## config.mk

```make
export PLATFORM = sky130hd
export DESIGN_NAME = timestamp_string_decoder_unit
export DESIGN_NICKNAME = d
export VERILOG_FILES = /design/src/hdl/tsd_pkg.sv /design/src/hdl/timestamp_string_decoder_unit.sv /design/src/hdl/tsd_front.sv /design/src/hdl/tsd_queue.sv /design/src/hdl/tsd_back.sv
export SDC_FILE = /design/constraint.sdc
export NUM_CORES = 1
export LEC_CHECK = 0
export BUFFER_PORTS_ARGS = -buffer_cell sky130_fd_sc_hd__buf_2
export CELL_PAD_IN_SITES_DETAIL_PLACEMENT = 0
export CELL_PAD_IN_SITES_GLOBAL_PLACEMENT = 2
export CORE_UTILIZATION = 40
export DETAILED_ROUTE_END_ITERATION = 8
export GPL_ROUTABILITY_DRIVEN = 0
export HOLD_SLACK_MARGIN = 0.06
export MAX_ROUTING_LAYER = met4
export PLACE_DENSITY_LB_ADDON = 0.1
export SETUP_SLACK_MARGIN = 0.02
export SYNTH_ARGS = -nofsm -noshare
export SYNTH_HDL_FRONTEND = slang
export SYNTH_SLANG_ARGS = --single-unit
```

## constraint.sdc

```tcl
create_clock -name clk -period 11 [get_ports clk]
set_input_delay 1.1 -clock clk [delete_from_list [all_inputs] [get_ports clk]]
set_output_delay 1.1 -clock clk [all_outputs]
set_load 0.02 [all_outputs]
```

## src/hdl/tsd_pkg.sv

```systemverilog
// ----------------------------------------------------------------------------
// tsd_pkg: shared types and constants of the timestamp string decoder
// Holds the byte token passed from the front to the back, the error codes
// and the per-field range limits.
// ----------------------------------------------------------------------------
package tsd_pkg;

	localparam int NUM_FIELDS = 6;
	localparam logic [3:0] REC_LAST = 4'd14;
	localparam logic [3:0] YEAR_LEN = 4'd4;

	localparam logic [7:0] CH_WILD = 8'h3F;
	localparam logic [7:0] CH_NUL = 8'h00;
	localparam logic [7:0] CH_ZERO = 8'h30;
	localparam logic [7:0] CH_NINE = 8'h39;

	localparam logic [2:0] ERR_NONE = 3'd0;
	localparam logic [2:0] ERR_TERM = 3'd1;
	localparam logic [2:0] ERR_YEAR = 3'd2;
	localparam logic [2:0] ERR_MONTH = 3'd3;
	localparam logic [2:0] ERR_DAY = 3'd4;
	localparam logic [2:0] ERR_HOUR = 3'd5;
	localparam logic [2:0] ERR_MINUTE = 3'd6;
	localparam logic [2:0] ERR_SECOND = 3'd7;

	localparam logic [2:0] FIELD_ERR [NUM_FIELDS] = '{
		ERR_YEAR, ERR_MONTH, ERR_DAY, ERR_HOUR, ERR_MINUTE, ERR_SECOND
	};
	localparam logic [13:0] LIM_LOW [NUM_FIELDS] = '{
		14'd1, 14'd1, 14'd1, 14'd0, 14'd0, 14'd0
	};
	localparam logic [13:0] LIM_HIGH [NUM_FIELDS] = '{
		14'd9999, 14'd12, 14'd31, 14'd24, 14'd60, 14'd60
	};

	typedef enum logic [1:0] {
		KIND_DIGIT,
		KIND_NUL,
		KIND_BAD,
		KIND_WILD
	} tsd_kind_t;

	typedef struct packed {
		logic [2:0] field_idx;
		tsd_kind_t kind;
		logic [3:0] digit;
		logic last;
	} tsd_tok_t;

endpackage

```

## src/hdl/timestamp_string_decoder_unit.sv

```systemverilog
// After the terminator byte is accepted, its token passes through the token queue,
// behind any tokens ahead of it, and is then decoded into the result register.
// Bytes are taken one per cycle while the token queue is not full; the field
// accumulator retires one token a cycle unless an earlier result still waits.
// Reset (arst_n low, asynchronous) clears the byte position, the token queue,
// the field lanes and the result valid; the first byte after reset is byte 0.
// ----------------------------------------------------------------------------
// timestamp_string_decoder_unit: YYYYMMDDhhmmss record decoder
// Takes a 15-byte timestamp record one byte per transaction and gives one
// result transaction with six decoded values, a wildcard mask and an error.
// ----------------------------------------------------------------------------
module timestamp_string_decoder_unit import tsd_pkg::*; #(
	parameter int QUEUE_DEPTH = 4
) (
	input  logic clk,
	input  logic arst_n,
	input  logic in_valid,
	output logic in_stall,
	input  logic [7:0] ch,
	output logic out_valid,
	input  logic out_stall,
	output logic ok,
	output logic [2:0] err_code,
	output logic [5:0] wild_mask,
	output logic [13:0] year_out,
	output logic [6:0] month_out,
	output logic [6:0] day_out,
	output logic [6:0] hour_out,
	output logic [6:0] minute_out,
	output logic [6:0] second_out
);

	// The front classifies every accepted byte as soon as it arrives; it only
	// stalls when the token queue is full. The back drains the queue at one
	// token per cycle and holds only the terminator token while an earlier
	// result transaction still waits in the output register.
	logic in_accept;
	logic q_full;
	logic q_not_empty;
	logic q_pop;
	tsd_tok_t front_tok;
	tsd_tok_t back_tok;

	assign in_stall = q_full;
	assign in_accept = in_valid && !q_full;

	tsd_front u_front (
		.clk(clk),
		.arst_n(arst_n),
		.accept(in_accept),
		.ch(ch),
		.tok(front_tok)
	);

	tsd_queue #(
		.DEPTH(QUEUE_DEPTH)
	) u_queue (
		.clk(clk),
		.arst_n(arst_n),
		.push(in_accept),
		.push_tok(front_tok),
		.full(q_full),
		.pop(q_pop),
		.not_empty(q_not_empty),
		.pop_tok(back_tok)
	);

	// The back keeps one 14-bit accumulator per field and checks the ranges
	// in order of significance when the terminator arrives.
	tsd_back u_back (
		.clk(clk),
		.arst_n(arst_n),
		.tok_valid(q_not_empty),
		.tok(back_tok),
		.tok_pop(q_pop),
		.out_valid(out_valid),
		.out_stall(out_stall),
		.ok(ok),
		.err_code(err_code),
		.wild_mask(wild_mask),
		.year_out(year_out),
		.month_out(month_out),
		.day_out(day_out),
		.hour_out(hour_out),
		.minute_out(minute_out),
		.second_out(second_out)
	);

	// The success flag always agrees with the error code.
	assert property (@(posedge clk) disable iff (!arst_n)
		out_valid |-> (ok == (err_code == ERR_NONE)))
		else $error("ok flag disagrees with err_code");

	// A failed record shows no decoded values.
	assert property (@(posedge clk) disable iff (!arst_n)
		(out_valid && !ok) |-> (year_out == 14'd0 && month_out == 7'd0
			&& day_out == 7'd0 && hour_out == 7'd0 && minute_out == 7'd0
			&& second_out == 7'd0))
		else $error("failed record carries nonzero values");

	// A wildcard year, month or second reads as zero.
	assert property (@(posedge clk) disable iff (!arst_n)
		out_valid |-> ((!wild_mask[0] || year_out == 14'd0)
			&& (!wild_mask[1] || month_out == 7'd0)
			&& (!wild_mask[5] || second_out == 7'd0)))
		else $error("wildcard field carries a value");

	// A good record with no wildcard month has its month inside its limits.
	assert property (@(posedge clk) disable iff (!arst_n)
		(out_valid && ok && !wild_mask[1]) |-> (month_out != 7'd0 && month_out <= 7'd12))
		else $error("accepted month out of range");

endmodule

```

## src/hdl/tsd_front.sv

```systemverilog
// ----------------------------------------------------------------------------
// tsd_front: byte classifier
// Tracks the byte position within the record and turns each accepted byte
// into a token naming its field and its kind.
// ----------------------------------------------------------------------------
module tsd_front import tsd_pkg::*; (
	input  logic clk,
	input  logic arst_n,
	input  logic accept,
	input  logic [7:0] ch,
	output tsd_tok_t tok
);

	logic [3:0] position_q;
	logic [3:0] rel;
	logic starts;

	assign rel = position_q - YEAR_LEN;
	assign starts = (position_q == 4'd0) || ((position_q >= YEAR_LEN) && !rel[0]);

	always_comb begin
		tok.last = (position_q == REC_LAST);
		tok.digit = 4'(ch - CH_ZERO);
		tok.field_idx = (position_q < YEAR_LEN) ? 3'd0 : 3'(rel[3:1] + 3'd1);
		if (!tok.last && starts && ch == CH_WILD) begin
			tok.kind = KIND_WILD;
		end else if (ch == CH_NUL) begin
			tok.kind = KIND_NUL;
		end else if (!tok.last && ch >= CH_ZERO && ch <= CH_NINE) begin
			tok.kind = KIND_DIGIT;
		end else begin
			tok.kind = KIND_BAD;
		end
	end

	always_ff @(posedge clk or negedge arst_n) begin
		if (!arst_n) begin
			position_q <= 4'd0;
		end else if (accept) begin
			position_q <= (position_q == REC_LAST) ? 4'd0 : position_q + 4'd1;
		end
	end

endmodule

```

## src/hdl/tsd_queue.sv

```systemverilog
// ----------------------------------------------------------------------------
// tsd_queue: token queue
// A small register FIFO between the classifier and the field accumulator.
// ----------------------------------------------------------------------------
module tsd_queue import tsd_pkg::*; #(
	parameter int DEPTH = 4
) (
	input  logic clk,
	input  logic arst_n,
	input  logic push,
	input  tsd_tok_t push_tok,
	output logic full,
	input  logic pop,
	output logic not_empty,
	output tsd_tok_t pop_tok
);

	localparam int PTR_W = (DEPTH > 1) ? $clog2(DEPTH) : 1;
	localparam int CNT_W = $clog2(DEPTH + 1);

	tsd_tok_t slot_q [DEPTH];
	logic [PTR_W-1:0] wr_ptr_q;
	logic [PTR_W-1:0] rd_ptr_q;
	logic [CNT_W-1:0] count_q;

	assign full = (count_q == CNT_W'(DEPTH));
	assign not_empty = (count_q != '0);
	assign pop_tok = slot_q[rd_ptr_q];

	always_ff @(posedge clk) begin
		if (push) begin
			slot_q[wr_ptr_q] <= push_tok;
		end
	end

	always_ff @(posedge clk or negedge arst_n) begin
		if (!arst_n) begin
			wr_ptr_q <= '0;
			rd_ptr_q <= '0;
			count_q <= '0;
		end else begin
			if (push) begin
				wr_ptr_q <= (wr_ptr_q == PTR_W'(DEPTH - 1)) ? '0 : wr_ptr_q + 1'b1;
			end
			if (pop) begin
				rd_ptr_q <= (rd_ptr_q == PTR_W'(DEPTH - 1)) ? '0 : rd_ptr_q + 1'b1;
			end
			if (push && !pop) begin
				count_q <= count_q + 1'b1;
			end else if (pop && !push) begin
				count_q <= count_q - 1'b1;
			end
		end
	end

endmodule

```

## src/hdl/tsd_back.sv

```systemverilog
// ----------------------------------------------------------------------------
// tsd_back: field accumulator and result register
// Applies tokens to six per-field lanes and, on the terminator token, checks
// the fields and loads the result register.
// ----------------------------------------------------------------------------
module tsd_back import tsd_pkg::*; (
	input  logic clk,
	input  logic arst_n,
	input  logic tok_valid,
	input  tsd_tok_t tok,
	output logic tok_pop,
	output logic out_valid,
	input  logic out_stall,
	output logic ok,
	output logic [2:0] err_code,
	output logic [5:0] wild_mask,
	output logic [13:0] year_out,
	output logic [6:0] month_out,
	output logic [6:0] day_out,
	output logic [6:0] hour_out,
	output logic [6:0] minute_out,
	output logic [6:0] second_out
);

	logic [13:0] value_q [NUM_FIELDS];
	logic [NUM_FIELDS-1:0] bad_q;
	logic [NUM_FIELDS-1:0] ended_q;
	logic [NUM_FIELDS-1:0] wild_q;
	logic [2:0] err;
	logic [13:0] shown [NUM_FIELDS];

	// The terminator token may only leave the queue when the result register is free.
	assign tok_pop = tok_valid && (!tok.last || !out_valid || !out_stall);

	always_comb begin
		err = ERR_NONE;
		if (tok.kind != KIND_NUL) begin
			err = ERR_TERM;
		end else begin
			for (int j = NUM_FIELDS - 1; j >= 0; j--) begin
				if (!wild_q[j] && (bad_q[j] || value_q[j] < LIM_LOW[j]
						|| value_q[j] > LIM_HIGH[j])) begin
					err = FIELD_ERR[j];
				end
			end
		end
		for (int j = 0; j < NUM_FIELDS; j++) begin
			shown[j] = (err == ERR_NONE && !wild_q[j]) ? value_q[j] : 14'd0;
		end
	end

	always_ff @(posedge clk or negedge arst_n) begin
		if (!arst_n) begin
			bad_q <= '0;
			ended_q <= '0;
			wild_q <= '0;
			for (int j = 0; j < NUM_FIELDS; j++) begin
				value_q[j] <= 14'd0;
			end
		end else if (tok_pop) begin
			if (tok.last) begin
				bad_q <= '0;
				ended_q <= '0;
				wild_q <= '0;
				for (int j = 0; j < NUM_FIELDS; j++) begin
					value_q[j] <= 14'd0;
				end
			end else begin
				for (int j = 0; j < NUM_FIELDS; j++) begin
					if (tok.field_idx == 3'(j)) begin
						if (tok.kind == KIND_WILD) begin
							wild_q[j] <= 1'b1;
						end else if (!wild_q[j] && !ended_q[j]) begin
							case (tok.kind)
								KIND_NUL: begin
									ended_q[j] <= 1'b1;
								end
								KIND_DIGIT: begin
									value_q[j] <= 14'((value_q[j] << 3) + (value_q[j] << 1)
										+ 14'(tok.digit));
								end
								default: begin
									bad_q[j] <= 1'b1;
									ended_q[j] <= 1'b1;
								end
							endcase
						end
					end
				end
			end
		end
	end

	always_ff @(posedge clk or negedge arst_n) begin
		if (!arst_n) begin
			out_valid <= 1'b0;
		end else if (tok_pop && tok.last) begin
			out_valid <= 1'b1;
		end else if (!out_stall) begin
			out_valid <= 1'b0;
		end
	end

	always_ff @(posedge clk) begin
		if (tok_pop && tok.last) begin
			ok <= (err == ERR_NONE);
			err_code <= err;
			wild_mask <= wild_q;
			year_out <= shown[0];
			month_out <= shown[1][6:0];
			day_out <= shown[2][6:0];
			hour_out <= shown[3][6:0];
			minute_out <= shown[4][6:0];
			second_out <= shown[5][6:0];
		end
	end

endmodule

```

After elaboration in Yosys (flattened, before gate mapping)
Memories as Yosys holds them, arrays and structs flattened.
Index checks and enable logic that the tools add are counted.
{"block": "word_totals", "memories": 1, "out_inout_bits": 61, "ramBits": 40, "reg_bits": 173}
{"name": "u_queue.slot_q", "depth": 4, "word_bits": 10, "rd": 1, "rd_clocked_by_memory_dff": 0, "write_ports": 1, "line": "tsd_queue.sv:21", "source": "tsd_tok_t slot_q [DEPTH];"}
{"block": "op_classes", "n_addsub": 20, "magnitude_cmp": 16, "n_reduce_logical": 109, "eq_ne": 17, "muxes": 93}
{"cell": "two-way mux 14 bit", "count": 24}
{"cell": "AND reduction 5 bit", "count": 18}
{"cell": "adder 14 bit", "count": 6}
{"cell": "adder 14 x 4 -> 14 bit", "count": 6}
{"cell": "less-than comparator 14 x 1 -> 1 bit, second input constant", "count": 6}
{"cell": "two-way mux 84 bit", "count": 1}
{"cell": "two-way mux 1 bit", "count": 49}
{"cell": "two-way mux 3 bit", "count": 10}
{"cell": "nonzero test 2 bit", "count": 15}
{"cell": "> comparator 14 x 5 -> 1 bit, second input constant", "count": 2}
{"cell": "> comparator 14 x 6 -> 1 bit, second input constant", "count": 2}
{"cell": "logical AND 1 bit", "count": 28}
{"cell": "zero test 1 bit", "count": 20}
{"cell": "two-way mux 6 bit", "count": 3}
{"cell": "AND reduction 3 bit", "count": 6}
{"cell": "logical OR 1 bit", "count": 15}
{"cell": "> comparator 14 bit, second input constant", "count": 1}
{"cell": "> comparator 14 x 4 -> 1 bit, second input constant", "count": 1}
{"cell": "two-way mux 2 bit", "count": 5}
{"cell": "inequality test 2 x 1 -> 1 bit, second input constant", "count": 5}
{"cell": "equality test 3 bit, second input constant", "count": 3}
{"cell": "equality test 8 x 6 -> 1 bit, second input constant", "count": 1}
{"cell": ">= comparator 8 x 6 -> 1 bit, second input constant", "count": 1}
{"cell": "<= comparator 8 x 6 -> 1 bit, second input constant", "count": 1}
{"cell": "20 further kinds", "count": 26}

Logic depth before layout (Yosys ltp)
{"block": "logic_depth", "ltp_word": 13, "depth_mapped": 12, "depth_no_buf": 11}

Cells and area by module
Synthesis repeated with hierarchy kept, for this count alone.
{"block": "hier_totals", "cells_unflattened": 1181, "area_unflattened_um2": 13272.7}
{"mod": "tsd_back", "area_per_inst_um2": 11004.3, "cells_per_inst": 1046, "instances": 1}
{"mod": "tsd_queue", "area_per_inst_um2": 1864.3, "cells_per_inst": 89, "instances": 1}
{"mod": "tsd_front", "area_per_inst_um2": 390.4, "cells_per_inst": 45, "instances": 1}
{"mod": "timestamp_string_decoder_unit", "area_per_inst_um2": 13.8, "cells_per_inst": 1, "instances": 1}

Worst setup path after synthesis
OpenSTA, ideal clock, no wires.
{"block": "synth_timing", "path_kind": "reg-to-reg", "from": "reg u_queue.rd_ptr_q[0]", "to": "reg u_back.value_q[39] in the netlist's numbering", "path_buffers": 1, "setup_ps": 95, "arrival_time_ps": 3732, "slack_ps": 7173, "path_stages_with_launch": 11, "path_cell_list": "dfrtp_1 -> buf_2 -> mux4_2 -> fa_1 -> ha_1 -> a211oi_1 -> o21bai_1 -> a2111oi_0 -> o21ai_0 -> and3_1 -> o31ai_1"}
{"block": "synth_via", "elab_chain_cells": 7, "elab_cells_between_ends": 19}
{"element": "start: declaration", "line": "tsd_queue.sv:23", "source": "logic [PTR_W-1:0] rd_ptr_q;"}
{"element": "start signal: assignment", "line": "tsd_queue.sv:46", "source": "rd_ptr_q <= (rd_ptr_q == PTR_W'(DEPTH - 1)) ? '0 : rd_ptr_q + 1'b1;"}
{"element": "memory (4 x 10 bit) (*)"}
{"element": "adder 14 x 4 -> 14 bit", "line": "tsd_back.sv:80", "source": "+ 14'(tok.digit));"}
{"element": "two-way mux 14 bit", "line": "tsd_back.sv:74", "source": "case (tok.kind)"}
{"element": "two-way mux 14 bit", "line": "tsd_back.sv:73", "source": "end else if (!wild_q[j] && !ended_q[j]) begin"}
{"element": "two-way mux 14 bit", "line": "tsd_back.sv:71", "source": "if (tok.kind == KIND_WILD) begin"}
{"element": "two-way mux 14 bit", "line": "tsd_back.sv:70", "source": "if (tok.field_idx == 3'(j)) begin"}
{"element": "two-way mux 84 bit", "line": "tsd_back.sv:61", "source": "if (tok.last) begin"}
{"element": "end signal: indexed assignment", "line": "tsd_back.sv:79", "source": "value_q[j] <= 14'((value_q[j] << 3) + (value_q[j] << 1)"}
{"element": "end: declaration", "line": "tsd_back.sv:25", "source": "logic [13:0] value_q [NUM_FIELDS];"}
Mark *: on every way between the ends. The rest lies on a longest branch, timed or not. The select of a mux whose other input is x is not followed.
A chain may end at the register's enable or synchronous reset.

Worst setup path in the final report
Same ends and word-level chain as after synthesis.

==> impl_metrics.tcl <==
set metrics [dict create \
    crit_chain "mux4_2, fa_1, ha_1, a211oi_1, o21bai_1, a2111oi_0, o21ai_0, and3_1, o31ai_1" \
    slew_violations 0 \
    dieHeight_um 179.1 \
    fin_crit_sh_pct 42.22 \
    max_slew.worst_pin.slew_ns 1.130 \
    min_from "u_back.ended_q[0]$_DFFE_PN0P_" \
    crit_path_start_kind "flop" \
    r2r_slack_ns 6.36 \
    grt-busiest-layer "met2" \
    cp_data_arrival_time_ns 5.09 \
    cp_max_fo 14 \
    grt_pass1_wl_mm 47.87 \
    yosysTopAreaCell "edfxtp_1" \
    synth_edf_count 99 \
    min_path_cells 2 \
    cts_tree "yes" \
    hold_viol 0 \
    fin_nets 1363 \
    cts_resized 0 \
    relSlewSlack_pct 22.72 \
    cts.htree.levels 1 \
    synth.area.top_cells "edfxtp_1 24%, dfrtp_1 23%, ha_1 14%" \
    p_per_area_nw_per_um2 307.4 \
    grt_pass1_vias 8765 \
    worst_ep_required_time_ns 11.45 \
    peakVddDrop_uv 128.3 \
    slowest_stage "a2111oi_0" \
    syn-cell-area_um2 12550 \
    cts_root_buffer "clkbuf_16" \
    async_flop_share_pct 53.52 \
    holdPathEnd "u_back.ended_q[0]$_DFFE_PN0P_" \
    vias 8798 \
    num_rows 64 \
    cts_made_buffers 25 \
    cts_hold_buf 0 \
    wire_per_inst_um 18.34 \
    status "complete, but fails checks" \
    wl_mm 29.55 \
    synth_ff_type "dfrtp_1" \
    antenna_found_initial 0 \
    clkTransAtPathRegs_ns 0.07 \
    drive_gt1_share_pct 12.02 \
    cts_setup_buffers 0 \
    final_cell_mix "142 x ha_1, 116 x nand2_1, 114 x dfrtp_1" \
    rr_worst_depth 9 \
    grt-ovfl-total 0 \
    yosysWarningCount 0 \
    reg2reg_from "u_queue.rd_ptr_q[0]$_DFFE_PN0P_" \
    start_util_pct 40.80 \
    drtPass1Iterations 6 \
    grt_start_max_net_pins 73 \
    min_period_ns 4.644 \
    finClkSkew_ns 0.01427 \
    min_path_type "flop to flop" \
    timing.fmax_mhz 215.3 \
    track_usage_pct 19.64 \
    leakage_nw 6.286 \
    ioPinCount 73 \
    io_buffers 72 \
    area_growth_syn_to_layout_pct 12.92 \
    clock_sinks 213 \
    synth.avg_cell_area_um2 11.18 \
    die_area_um2 32080 \
    worstSetupPathType "flop to flop" \
    grtUsageMet1_pct 26.35 \
    final_common_cell "ha_1" \
    via_per_inst 5.461 \
    die_w_um 179.1 \
    slowest_delay_ns 1.00 \
    yosysTopAreaCellShare_pct 23.70 \
    violations "DRC" \
    fin_util_pct 46.07 \
    cp-end-kind "flop" \
    drv_cap 0 \
    ys_ff_latch 213 \
    syn_inst 1122 \
    rsz0062_at_grt "no" \
    antenna_cells 0 \
    met3_usage_pct 2.248 \
    drt_iter0_markers 494 \
    r2r_end "u_back.value_q[39]$_DFFE_PN0P_" \
    synth.distinct_cells 64 \
    clk_latency_ns 0.54 \
    clk_path_buf_depth 3 \
    drc 16 \
    core_um2 30750 \
    setup_viol 0 \
    ant_nets 0 \
    fin_tns_setup_ns 0 \
    dp_hpwl_mm 20.57 \
    grtUsageMet2_pct 31.87 \
    seq_area_frac_synth_pct 46.43 \
]
## Yosys cell counts (all sizes together) (8+ instances only)
cell and instances:
edfxtp 99, a211oi 9, o41ai 13, a21o 16, nor3b 43, buf 8, dfrtp 114, o21ai 57
mux4 10, nand3 12, a21oi 40, o31ai 39, xnor2 34, nor2 57, nand2b 13, nor2b 20
nand2 116, o21a 22, o211ai 8, inv 35, a22o 11, ha 142, nor4 17, xor2 20
fa 13, or3 11, a31oi 11, clkbuf 29, nor3 26
## how the worst max path moves through the flow
stage / from / endpoint / slack, ns / cells past startpoint
finish: u_queue.rd_ptr_q[0]$_DFFE_PN0P_ / u_back.value_q[39]$_DFFE_PN0P_ / 6.36 / 9
global route: u_queue.rd_ptr_q[0]$_DFFE_PN0P_ / u_back.value_q[39]$_DFFE_PN0P_ / 6.02 / 9
CTS: u_queue.rd_ptr_q[0]$_DFFE_PN0P_ / u_back.value_q[39]$_DFFE_PN0P_ / 6.27 / 9
detailed placement: u_queue.rd_ptr_q[0]$_DFFE_PN0P_ / u_back.value_q[39]$_DFFE_PN0P_ / 6.33 / 9
global placement: u_queue.rd_ptr_q[0]$_DFFE_PN0P_ / u_back.value_q[39]$_DFFE_PN0P_ / 6.47 / 9
floorplan: u_queue.rd_ptr_q[0]$_DFFE_PN0P_ / u_back.value_q[39]$_DFFE_PN0P_ / 7.17 / 10
## metal layers
metal  vias to the layer above  wire length, µm  share of wire, %
met5                         -                0                 0
met1                      4267            14210                48
li1                       4353                -                 -
met3                        37             1042               3.5
met2                       141            13810                47
met4                         0              490               1.7
## cell families after synthesis
logic type      after synthesis  synth area share, %
simple gates                344                14.06
compound gates              263                14.45
fa+ha+maj                   155                16.24
buf+inv                      72                2.254
other cells                   1              0.02989
flops                       213                46.43
mux                          19                2.583
xor+xnor                     55                3.949
## sequential cells by signal, indices dropped and copies added (netlist names)
name,count
u_back.year_out,14
u_back.ended_q,6
u_back.day_out,7
u_front.position_q,4
u_back.wild_q,6
u_queue.count_q,3
u_back.ok,1
u_queue.slot_q,40
u_back.second_out,7
u_back.wild_mask,6
u_back.err_code,3
u_back.minute_out,7
u_back.value_q,84
u_back.month_out,7
u_back.out_valid,1
u_queue.rd_ptr_q,2
u_back.bad_q,6
u_back.hour_out,7
u_queue.wr_ptr_q,2
## area by class of cell
cell class	count	area (µm²)
fill	2912	16580
multi-input combinational	845	6467
sequential	213	5826
clock buffer	30	664.4
tap	396	495.5
timing repair buffer	76	392.9
clock inverter	16	188.9
inverter	35	132.6
## report_power, final
group          internal, mW  switching (mW)
logic                 0.778            1.30
clock network         0.506           0.356
registers              1.16           0.259
total                  2.44            1.91
## through the flow
step	worst slack, ns	area [µm²]	hold WS [ns]	std cells	total power, mW
2_1_floorplan	7.173	12580	0.4231	1130	2.933
3_3_place_gp	6.467	13310	0.4725	1565	3.519
3_5_place_dp	6.326	13310	0.4807	1565	3.543
4_1_cts	6.270	14170	0.4950	1611	4.426
5_1_grt	6.015	14170	0.5175	1611	4.730
6_report	6.356	14170	0.4864	1611	4.355
## worst max-delay path, delay by kind of cell, from the launching register on
kind	cells	cell delay, ns
AOI/OAI and AO/OA	5	1.85
DFF	1	0.84
adders and majority gates	2	0.83
muxes	1	0.79
and+or+nand+nor	1	0.22
(Power assumes the default switching activity.)
